**src/hw/rtl/assert_macros.svh**
```systemverilog
// Assertion macros used by the top-level RTL file of the cache.
`ifndef ASSERT_MACROS_SVH
`define ASSERT_MACROS_SVH

// Property that must hold at every clock edge out of reset.
`define ASSERT_ALWAYS(label, clk, rst_n, prop) \
	label: assert property (@(posedge clk) disable iff (!rst_n) (prop)) \
		else $error("assertion failed");

// Same-cycle implication.
`define ASSERT_IMPLY(label, clk, rst_n, ante, cons) \
	label: assert property (@(posedge clk) disable iff (!rst_n) (ante) |-> (cons)) \
		else $error("assertion failed");

// Next-cycle implication.
`define ASSERT_NEXT(label, clk, rst_n, ante, cons) \
	label: assert property (@(posedge clk) disable iff (!rst_n) (ante) |=> (cons)) \
		else $error("assertion failed");

`endif

```
**src/hw/rtl/lkv_pkg.sv**
```systemverilog
// Package for the LRU key/value cache: sizes, request codes, cell types.
package lkv_pkg;

	localparam int ENTRIES    = 16;
	localparam int KEY_BITS   = 32;
	localparam int VALUE_BITS = 64;
	localparam int CNT_W      = $clog2(ENTRIES + 1);
	localparam int CFG_W      = 5;
	localparam int ADDR_W     = 3;
	localparam int DATA_W     = 32;

	localparam logic [CFG_W-1:0]    CAP_RESET   = CFG_W'(16);
	localparam logic [ADDR_W-3:0]   REG_CAP_IDX = '0;

	typedef enum logic [1:0] {
		REQ_GET   = 2'd0,
		REQ_PUT   = 2'd1,
		REQ_PROBE = 2'd2,
		REQ_FLUSH = 2'd3
	} req_t;

	typedef struct packed {
		logic [KEY_BITS-1:0]   key;
		logic [VALUE_BITS-1:0] value;
	} entry_t;

	// Per-cell control from the sequencer
	typedef struct packed {
		logic upd;
		logic take_prev;
		logic take_head;
		logic valid_nxt;
	} cell_ctl_t;

	// Capacity register value as used: zero acts as one, above ENTRIES saturates
	function automatic logic [CNT_W-1:0] clamp_cap(input logic [CFG_W-1:0] reg_val);
		if (reg_val == '0)
			return CNT_W'(1);
		if (32'(reg_val) > ENTRIES)
			return CNT_W'(ENTRIES);
		return CNT_W'(reg_val);
	endfunction

endpackage

```
**src/hw/rtl/lkv_cell.sv**
```systemverilog
// One cell of the recency chain: holds an entry and compares its key.
module lkv_cell (
	input  logic                         clk,
	input  logic                         arst_n,
	input  lkv_pkg::cell_ctl_t           ctl,
	input  lkv_pkg::entry_t              prev_entry,
	input  lkv_pkg::entry_t              head_entry,
	input  logic [lkv_pkg::KEY_BITS-1:0] lookup_key,
	output lkv_pkg::entry_t              entry,
	output logic                         valid,
	output logic                         match
);
	import lkv_pkg::*;

	entry_t entry_q;
	logic   valid_q;

	// Valid bit, rewritten on every update
	always_ff @(posedge clk or negedge arst_n) begin
		if (!arst_n)
			valid_q <= 1'b0;
		else if (ctl.upd)
			valid_q <= ctl.valid_nxt;
	end

	// Entry payload: new head or shift from the more recent neighbour
	always_ff @(posedge clk) begin
		if (ctl.take_head)
			entry_q <= head_entry;
		else if (ctl.take_prev)
			entry_q <= prev_entry;
	end

	assign match = valid_q && (entry_q.key == lookup_key);
	assign entry = entry_q;
	assign valid = valid_q;

endmodule

```
**src/hw/rtl/lkv_regs.sv**
```systemverilog
// APB register block holding the capacity setting.
module lkv_regs (
	input  logic                        clk,
	input  logic                        arst_n,
	input  logic                        psel,
	input  logic                        penable,
	input  logic                        pwrite,
	input  logic [lkv_pkg::ADDR_W-1:0]  paddr,
	input  logic [lkv_pkg::DATA_W-1:0]  pwdata,
	output logic [lkv_pkg::DATA_W-1:0]  prdata,
	output logic                        pready,
	output logic [lkv_pkg::CNT_W-1:0]   cap
);
	import lkv_pkg::*;

	logic [CFG_W-1:0] cap_q;
	logic             sel_cap;

	assign sel_cap = (paddr[ADDR_W-1:2] == REG_CAP_IDX);

	// Capacity register write
	always_ff @(posedge clk or negedge arst_n) begin
		if (!arst_n)
			cap_q <= CAP_RESET;
		else if (psel && penable && pwrite && sel_cap)
			cap_q <= pwdata[CFG_W-1:0];
	end

	// Read back
	assign prdata = sel_cap ? DATA_W'(cap_q) : '0;
	assign pready = 1'b1;
	assign cap    = clamp_cap(cap_q);

endmodule

```
**src/hw/rtl/lru_key_value_cache.sv**
```systemverilog
// Top level of the fully associative LRU key/value cache.
//
// Channel   Dir  Handshake            Payload
// request   in   in_valid/in_ready    req_type, lookup_key, store_value
// result    out  out_valid/out_ready  hit, read_value, occupancy
// config    in   APB psel/penable     paddr, pwdata, prdata (capacity at 0x0)
//
// Each request passes a compare state for the parallel key compare across all
// cells, then an update state that shifts the recency chain (cell 0 is most recent).
// A new request is taken in the update cycle of the previous one.
// The update cycle stalls while the output register holds an untaken result.
// Reset clears valid bits and occupancy at once; no clearing pass is needed.
`include "assert_macros.svh"

module lru_key_value_cache (
	input  logic                           clk,
	input  logic                           arst_n,
	// request channel
	input  logic                           in_valid,
	output logic                           in_ready,
	input  logic [1:0]                     req_type,
	input  logic [lkv_pkg::KEY_BITS-1:0]   lookup_key,
	input  logic [lkv_pkg::VALUE_BITS-1:0] store_value,
	// result channel
	output logic                           out_valid,
	input  logic                           out_ready,
	output logic                           hit,
	output logic [lkv_pkg::VALUE_BITS-1:0] read_value,
	output logic [lkv_pkg::CNT_W-1:0]      occupancy,
	// configuration port
	input  logic                           psel,
	input  logic                           penable,
	input  logic                           pwrite,
	input  logic [lkv_pkg::ADDR_W-1:0]     paddr,
	input  logic [lkv_pkg::DATA_W-1:0]     pwdata,
	output logic [lkv_pkg::DATA_W-1:0]     prdata,
	output logic                           pready
);
	import lkv_pkg::*;

	typedef enum logic [1:0] {
		ST_IDLE,
		ST_CMP,
		ST_UPD
	} state_t;

	state_t                state_q;
	req_t                  req_type_q;
	logic [KEY_BITS-1:0]   key_q;
	logic [VALUE_BITS-1:0] value_q;
	logic [ENTRIES-1:0]    match_s1;
	logic [CNT_W-1:0]      eff_s1;
	logic [CNT_W-1:0]      cap_s1;
	logic [CNT_W-1:0]      count_q;
	logic                  out_valid_q;
	logic                  hit_q;
	logic [VALUE_BITS-1:0] read_value_q;
	logic [CNT_W-1:0]      occupancy_q;

	logic [CNT_W-1:0]      cap;
	logic [CNT_W-1:0]      eff_count;
	entry_t                entries [ENTRIES];
	logic [ENTRIES-1:0]    valid_vec;
	logic [ENTRIES-1:0]    match_vec;
	logic [ENTRIES-1:0]    suffix;
	cell_ctl_t             ctl [ENTRIES];
	entry_t                head_entry;
	logic [VALUE_BITS-1:0] sel_value;
	logic                  hit_any;
	logic                  out_free;
	logic                  upd_go;
	logic                  move_hit;
	logic                  put_miss;
	logic [CNT_W-1:0]      new_count;

	// Configuration registers
	lkv_regs u_regs (
		.clk     (clk),
		.arst_n  (arst_n),
		.psel    (psel),
		.penable (penable),
		.pwrite  (pwrite),
		.paddr   (paddr),
		.pwdata  (pwdata),
		.prdata  (prdata),
		.pready  (pready),
		.cap     (cap)
	);

	// Handshake
	assign out_free = !out_valid_q || out_ready;
	assign upd_go   = (state_q == ST_UPD) && out_free;
	assign in_ready = (state_q == ST_IDLE) || upd_go;

	// Occupancy after trimming to the capacity in use
	assign eff_count = (count_q > cap) ? cap : count_q;

	// Value of the hit cell
	always_comb begin
		sel_value = '0;
		for (int i = 0; i < ENTRIES; i++)
			sel_value = sel_value | (match_s1[i] ? entries[i].value : '0);
	end

	// Cells from the most recent down to the hit cell move one place
	always_comb begin
		for (int i = 0; i < ENTRIES; i++)
			suffix[i] = |(match_s1 & (ENTRIES'({ENTRIES{1'b1}}) << i));
	end

	assign hit_any  = |match_s1;
	assign move_hit = hit_any && (req_type_q == REQ_GET || req_type_q == REQ_PUT);
	assign put_miss = !hit_any && (req_type_q == REQ_PUT);

	assign head_entry.key   = key_q;
	assign head_entry.value = (req_type_q == REQ_PUT) ? value_q : sel_value;

	// Occupancy after this request
	always_comb begin
		unique case (req_type_q)
			REQ_FLUSH: new_count = '0;
			REQ_PUT: begin
				if (!hit_any && eff_s1 != cap_s1)
					new_count = eff_s1 + CNT_W'(1);
				else
					new_count = eff_s1;
			end
			default: new_count = eff_s1;
		endcase
	end

	// Chain of cells
	for (genvar i = 0; i < ENTRIES; i++) begin : g_cell
		assign ctl[i].upd       = upd_go;
		assign ctl[i].take_head = upd_go && (i == 0) && (move_hit || put_miss);
		assign ctl[i].take_prev = upd_go && (i != 0) && (put_miss || (move_hit && suffix[i]));
		assign ctl[i].valid_nxt = (CNT_W'(i) < new_count);

		lkv_cell u_cell (
			.clk        (clk),
			.arst_n     (arst_n),
			.ctl        (ctl[i]),
			.prev_entry ((i == 0) ? head_entry : entries[(i == 0) ? 0 : i - 1]),
			.head_entry (head_entry),
			.lookup_key (key_q),
			.entry      (entries[i]),
			.valid      (valid_vec[i]),
			.match      (match_vec[i])
		);
	end

	// Sequencer, compare stage and result register
	always_ff @(posedge clk or negedge arst_n) begin
		if (!arst_n) begin
			state_q      <= ST_IDLE;
			req_type_q   <= REQ_GET;
			key_q        <= '0;
			value_q      <= '0;
			match_s1     <= '0;
			eff_s1       <= '0;
			cap_s1       <= '0;
			count_q      <= '0;
			out_valid_q  <= 1'b0;
			hit_q        <= 1'b0;
			read_value_q <= '0;
			occupancy_q  <= '0;
		end else begin
			// Result valid: set on update, cleared once taken
			if (upd_go)
				out_valid_q <= 1'b1;
			else if (out_ready)
				out_valid_q <= 1'b0;
			unique case (state_q)
				ST_IDLE: begin
					if (in_valid) begin
						req_type_q <= req_t'(req_type);
						key_q      <= lookup_key;
						value_q    <= store_value;
						state_q    <= ST_CMP;
					end
				end
				ST_CMP: begin
					for (int i = 0; i < ENTRIES; i++)
						match_s1[i] <= match_vec[i] && (CNT_W'(i) < cap);
					eff_s1  <= eff_count;
					cap_s1  <= cap;
					state_q <= ST_UPD;
				end
				ST_UPD: begin
					if (out_free) begin
						count_q      <= new_count;
						hit_q        <= hit_any && (req_type_q != REQ_FLUSH);
						read_value_q <= (req_type_q == REQ_GET && hit_any) ? sel_value : '0;
						occupancy_q  <= new_count;
						if (in_valid) begin
							req_type_q <= req_t'(req_type);
							key_q      <= lookup_key;
							value_q    <= store_value;
							state_q    <= ST_CMP;
						end else begin
							state_q <= ST_IDLE;
						end
					end
				end
				default: state_q <= ST_IDLE;
			endcase
		end
	end

	assign out_valid  = out_valid_q;
	assign hit        = hit_q;
	assign read_value = read_value_q;
	assign occupancy  = occupancy_q;

	// Checks
	`ASSERT_ALWAYS(a_valid_count, clk, arst_n, $countones(valid_vec) == count_q)
	`ASSERT_IMPLY(a_single_hit, clk, arst_n, state_q == ST_UPD, $onehot0(match_s1))
	`ASSERT_NEXT(a_accept_cmp, clk, arst_n, in_valid && in_ready, state_q == ST_CMP)
	`ASSERT_NEXT(a_put_fills, clk, arst_n, upd_go && req_type_q == REQ_PUT, count_q != '0)

endmodule

```
**config.mk**
```make
export PLATFORM = sky130hd
export DESIGN_NAME = lru_key_value_cache
export DESIGN_NICKNAME = d
export VERILOG_FILES = /design/src/hw/rtl/lkv_pkg.sv /design/src/hw/rtl/lkv_cell.sv /design/src/hw/rtl/lkv_regs.sv /design/src/hw/rtl/lru_key_value_cache.sv
export VERILOG_INCLUDE_DIRS = /design/src /design/src/hw/rtl
export SDC_FILE = /design/constraint.sdc
export NUM_CORES = 2
export LEC_CHECK = 0
export BUFFER_PORTS_ARGS = -buffer_cell sky130_fd_sc_hd__buf_2
export CELL_PAD_IN_SITES_DETAIL_PLACEMENT = 1
export CELL_PAD_IN_SITES_GLOBAL_PLACEMENT = 1
export CORE_AREA = 8 8 319 631
export DETAILED_ROUTE_END_ITERATION = 8
export DIE_AREA = 0 0 327 639
export MAX_ROUTING_LAYER = met4
export PLACE_DENSITY = 0.54
export SLEW_MARGIN = 30
export SYNTH_ARGS = -nofsm -noshare
export SYNTH_HDL_FRONTEND = slang
export SYNTH_SLANG_ARGS = --single-unit
export TNS_END_PERCENT = 100
```
**constraint.sdc**
```tcl
create_clock -name clk -period 11.8 [get_ports clk]
set_input_delay 1.18 -clock clk [delete_from_list [all_inputs] [get_ports clk]]
set_output_delay 1.18 -clock clk [all_outputs]
set_load 0.005 [all_outputs]
```
==> metrics.md <==
| Metric | Value |
|---|---|
| Fin Hold WS | 0.278 ns |
| I/O pin cnt | roughly 250 |
| Layout cells sized above 1 | 15.8% |
| # placed instances | 6,622 |
| Final antenna-violating net count | 0 |
| WP data required | roughly 12 ns |
| Vias/cell | roughly 5.6 |
| Slew HR | 31.8% |
| Worst Path Max Fanout | 43 |
| Pwr per Cell Area | 181 nW/µm² |
| Gate Count Post-Synth | 4,030 |
| CP top delay family | simple AND/OR/NAND/NOR gates |
| HP Class | in -> async |
| Measured slew at the worst slew-check pin | just over 1 ns |
| Static Leak | about 25 nW |
| Starting Density | a little over a third |
| Buf/Inv on CP | 2 |
| PortBufs | 187 |
| Die Y | approximately 640 µm |
| Root Driver | clkbuf_16 |
| Crit path time final | 5.25 ns |
| Worst setup EP type | flop |
| Max Clock Skew | ~0.07 ns |
| Top cells by count, synth | edfxtp_1, a22oi_1, xor2_1 |
| YS warnings | 0 |
| Finished Layout Cells | around 6,900 |
| Die width | 327 µm |
| Wirelength per Cell | around 33 µm |
| Largest cells by area after synthesis | edfxtp_1, dfrtp_1, xor2_1 |
| Core area | around 190,000 µm² |
| Final period util | 44.5% |
| Die ar. | 209,000 µm² |
| CP max-delay cell | nor2_4 |
| Syn Area/Cell | approximately 17 µm² |
| RSZ-0062 raised after global routing | no |
| Total routed wirelength | between 200,000 and 250,000 µm |
| Number of global-route vias before repair | between 40,000 and 50,000 |
| GRT overflow | 0 |
| Kind of start point of the critical path | flop |
| Fmax | approximately 190 MHz |
| Initial DRC Count | between 3,000 and 4,000 |
| Clock slew at reported path FFs | roughly 0.06 ns |
| Critical Path AT | about 5.7 ns |
| CTS Hold Bufs | 0 |
| Leading area contributor after synthesis | edfxtp_1 |
| Resized Gates After CTS | 0 |
| Area growth syn-to-layout | 14.4% |
| CTS buffer count | between 150 and 200 |
| Cell variety after synth | 61 |
| Status | completed |
| Synth Cell Area | 67,100 µm² |
| CP max stage delay | roughly 0.85 ns |
| DRT Pass-1 Iters | 5 |
| Drc violations | 0 |
| TNS Setup | 0 ns |
| Clock buffer depth | 4 |
| Final worst slack | around 6.6 ns |
| Final setup violation count | 0 |
| Row count | around 230 |
| Max-slew violations | 0 |
| Most frequent cell after synthesis | edfxtp_1 |
| Clock latency on the worst-skew pair | 0.84 ns |
| Most used cell along the critical path | buf_4 |
| Async SR Flop Fraction | around an eighth |
| Antenna violations before repair | 3 |
| Final core utilization | between 30% and 40% |
| #FFs+latches synth | roughly 1,800 |
| Top FF cell, synth | edfxtp_1 |
| Dpl hpwl | 145,000 µm |
| CTS Sinks | 1,753 |
| Global-route wire length before repair | about 320,000 µm |
| Number of max-cap violations | 0 |
| Nets | 4,409 |
| Post-CTS Setup Bufs | 0 |
| Maximum VDD drop | 138 µV |
| CTS tree | done |
| Register area share after synthesis | 76.8% |
| Final hold vios | 0 |
| Via count | 38,500 |
| Routability cong. | just under 0.9 |
| Area share of the largest cell type after synthesis | around 69% |
| Total GRT Usage | between 20% and 30% |
| H-Tree Level Count | 4 |
| Post-synth EDFFs | 1,536 |
| Setup Crit Path Kind | reg -> reg |
| Crit-path cells | or4_1 -> nor4_4 -> a21oi_1 -> nor2_4 -> buf_4 -> buf_4 |
| Worst slack, placed | between 6 and 7 ns |
| Largest net degree at the start of global routing | 100 |
## final timing paths
check / startpoint / end / slack (ns) / cells past startpoint
max: match_s1[4] / g_cell[15].u_cell.entry[81] / 6.55 / 6
max in group asynchronous: arst_n / value_q[61] / 8.97 / 4
min in group clk: g_cell[12].u_cell.entry[55] / g_cell[13].u_cell.entry[55] / 0.41 / 0
max reg2reg: match_s1[4] / g_cell[15].u_cell.entry[81] / 6.55 / 6
min reg2reg: g_cell[12].u_cell.entry[55] / g_cell[13].u_cell.entry[55] / 0.41 / 0
min: arst_n / value_q[10] / 0.28 / 1
## layer usage
metal	global-route usage [%]	routed length, µm
met1	23.3	80500
met2	40.4	125000
met4	12.7	16000
met5	-	0
met3	2.58	10500
## report_power, final
| part | switching (mW) | total, mW | leakage [nW] | internal, mW |
|---|---|---|---|---|
| Sequential | 0.237 | 7.14 | 16.5 | 6.91 |
| Clock | 2.44 | 5.49 | 2.61 | 3.05 |
| Combinational | 0.861 | 1.29 | 6.09 | 0.432 |
| Total | 3.54 | 13.9 | 25.2 | 10.4 |
## cells in the final DEF, fill, tap and decap left out, types with 6 or more instances in the layout
cell type / n
clkinv_2: 24
nand4_1: 119
inv_1: 6
nor3_1: 14
clkbuf_8: 9
nor4_1: 77
nand3_1: 101
xnor2_1: 219
nand2_1: 107
nor2_1: 160
ha_1: 6
dfrtp_4: 16
clkinv_1: 38
a21oi_1: 74
clkbuf_1: 31
a221oi_1: 83
clkbuf_16: 173
nor2b_1: 8
clkinvlp_4: 8
xor2_1: 299
a21o_1: 7
o211ai_1: 11
o21a_1: 6
o21ai_0: 78
edfxtp_1: 1536
dfrtp_1: 197
conb_1: 28
mux2_2: 101
a22o_1: 89
a22oi_1: 348
buf_4: 108
nand2b_1: 6
bufinv_16: 14
buf_2: 186
## metrics by stage
stage	total power, mW	cell area (µm²)
detailed placement	8.60	71400
finish	13.9	76800
CTS	14.1	76800
floorplan	7.94	67200
global route	14.3	76800
global placement	8.57	71300
## flip-flops by register name (all words and copies together), names as in the netlist
signal / flops
cap_s1: 5
eff_s1: 5
g_cell.u_cell.entry: 1536
g_cell.u_cell.valid: 16
hit: 1
key_q: 32
match_s1: 16
occupancy: 4
out_valid: 1
read_value: 64
req_type_q: 2
state_q: 2
u_regs.cap_q: 5
value_q: 64
## area by class of cell
type	count	area (µm²)
Inverter	9	38.8
Clock inverter	88	788
Clock buffer	213	4570
Tap cell	2530	3170
Fill cell	19100	116000
Sequential cell	1753	51600
Antenna cell	3	7.51
Timing Repair Buffer	300	1880
Multi-Input combinational cell	2031	14800
## kinds of logic (layout without fill, tap and decap cells)
logic type / after synthesis / after routing / share of synthesized area, %
other: 2 / 31 / 0.0112
DFF: 1753 / 1753 / 76.8
adders and majority gates: 6 / 6 / 0.112
muxes: 104 / 104 / 1.74
and+or+nand+nor: 630 / 630 / 4.70
AOI/OAI and AO/OA: 744 / 744 / 8.18
xor gates and xnor gates: 519 / 519 / 6.77
buffers and inverters: 272 / 610 / 1.68
(Power assumes the default switching activity.)
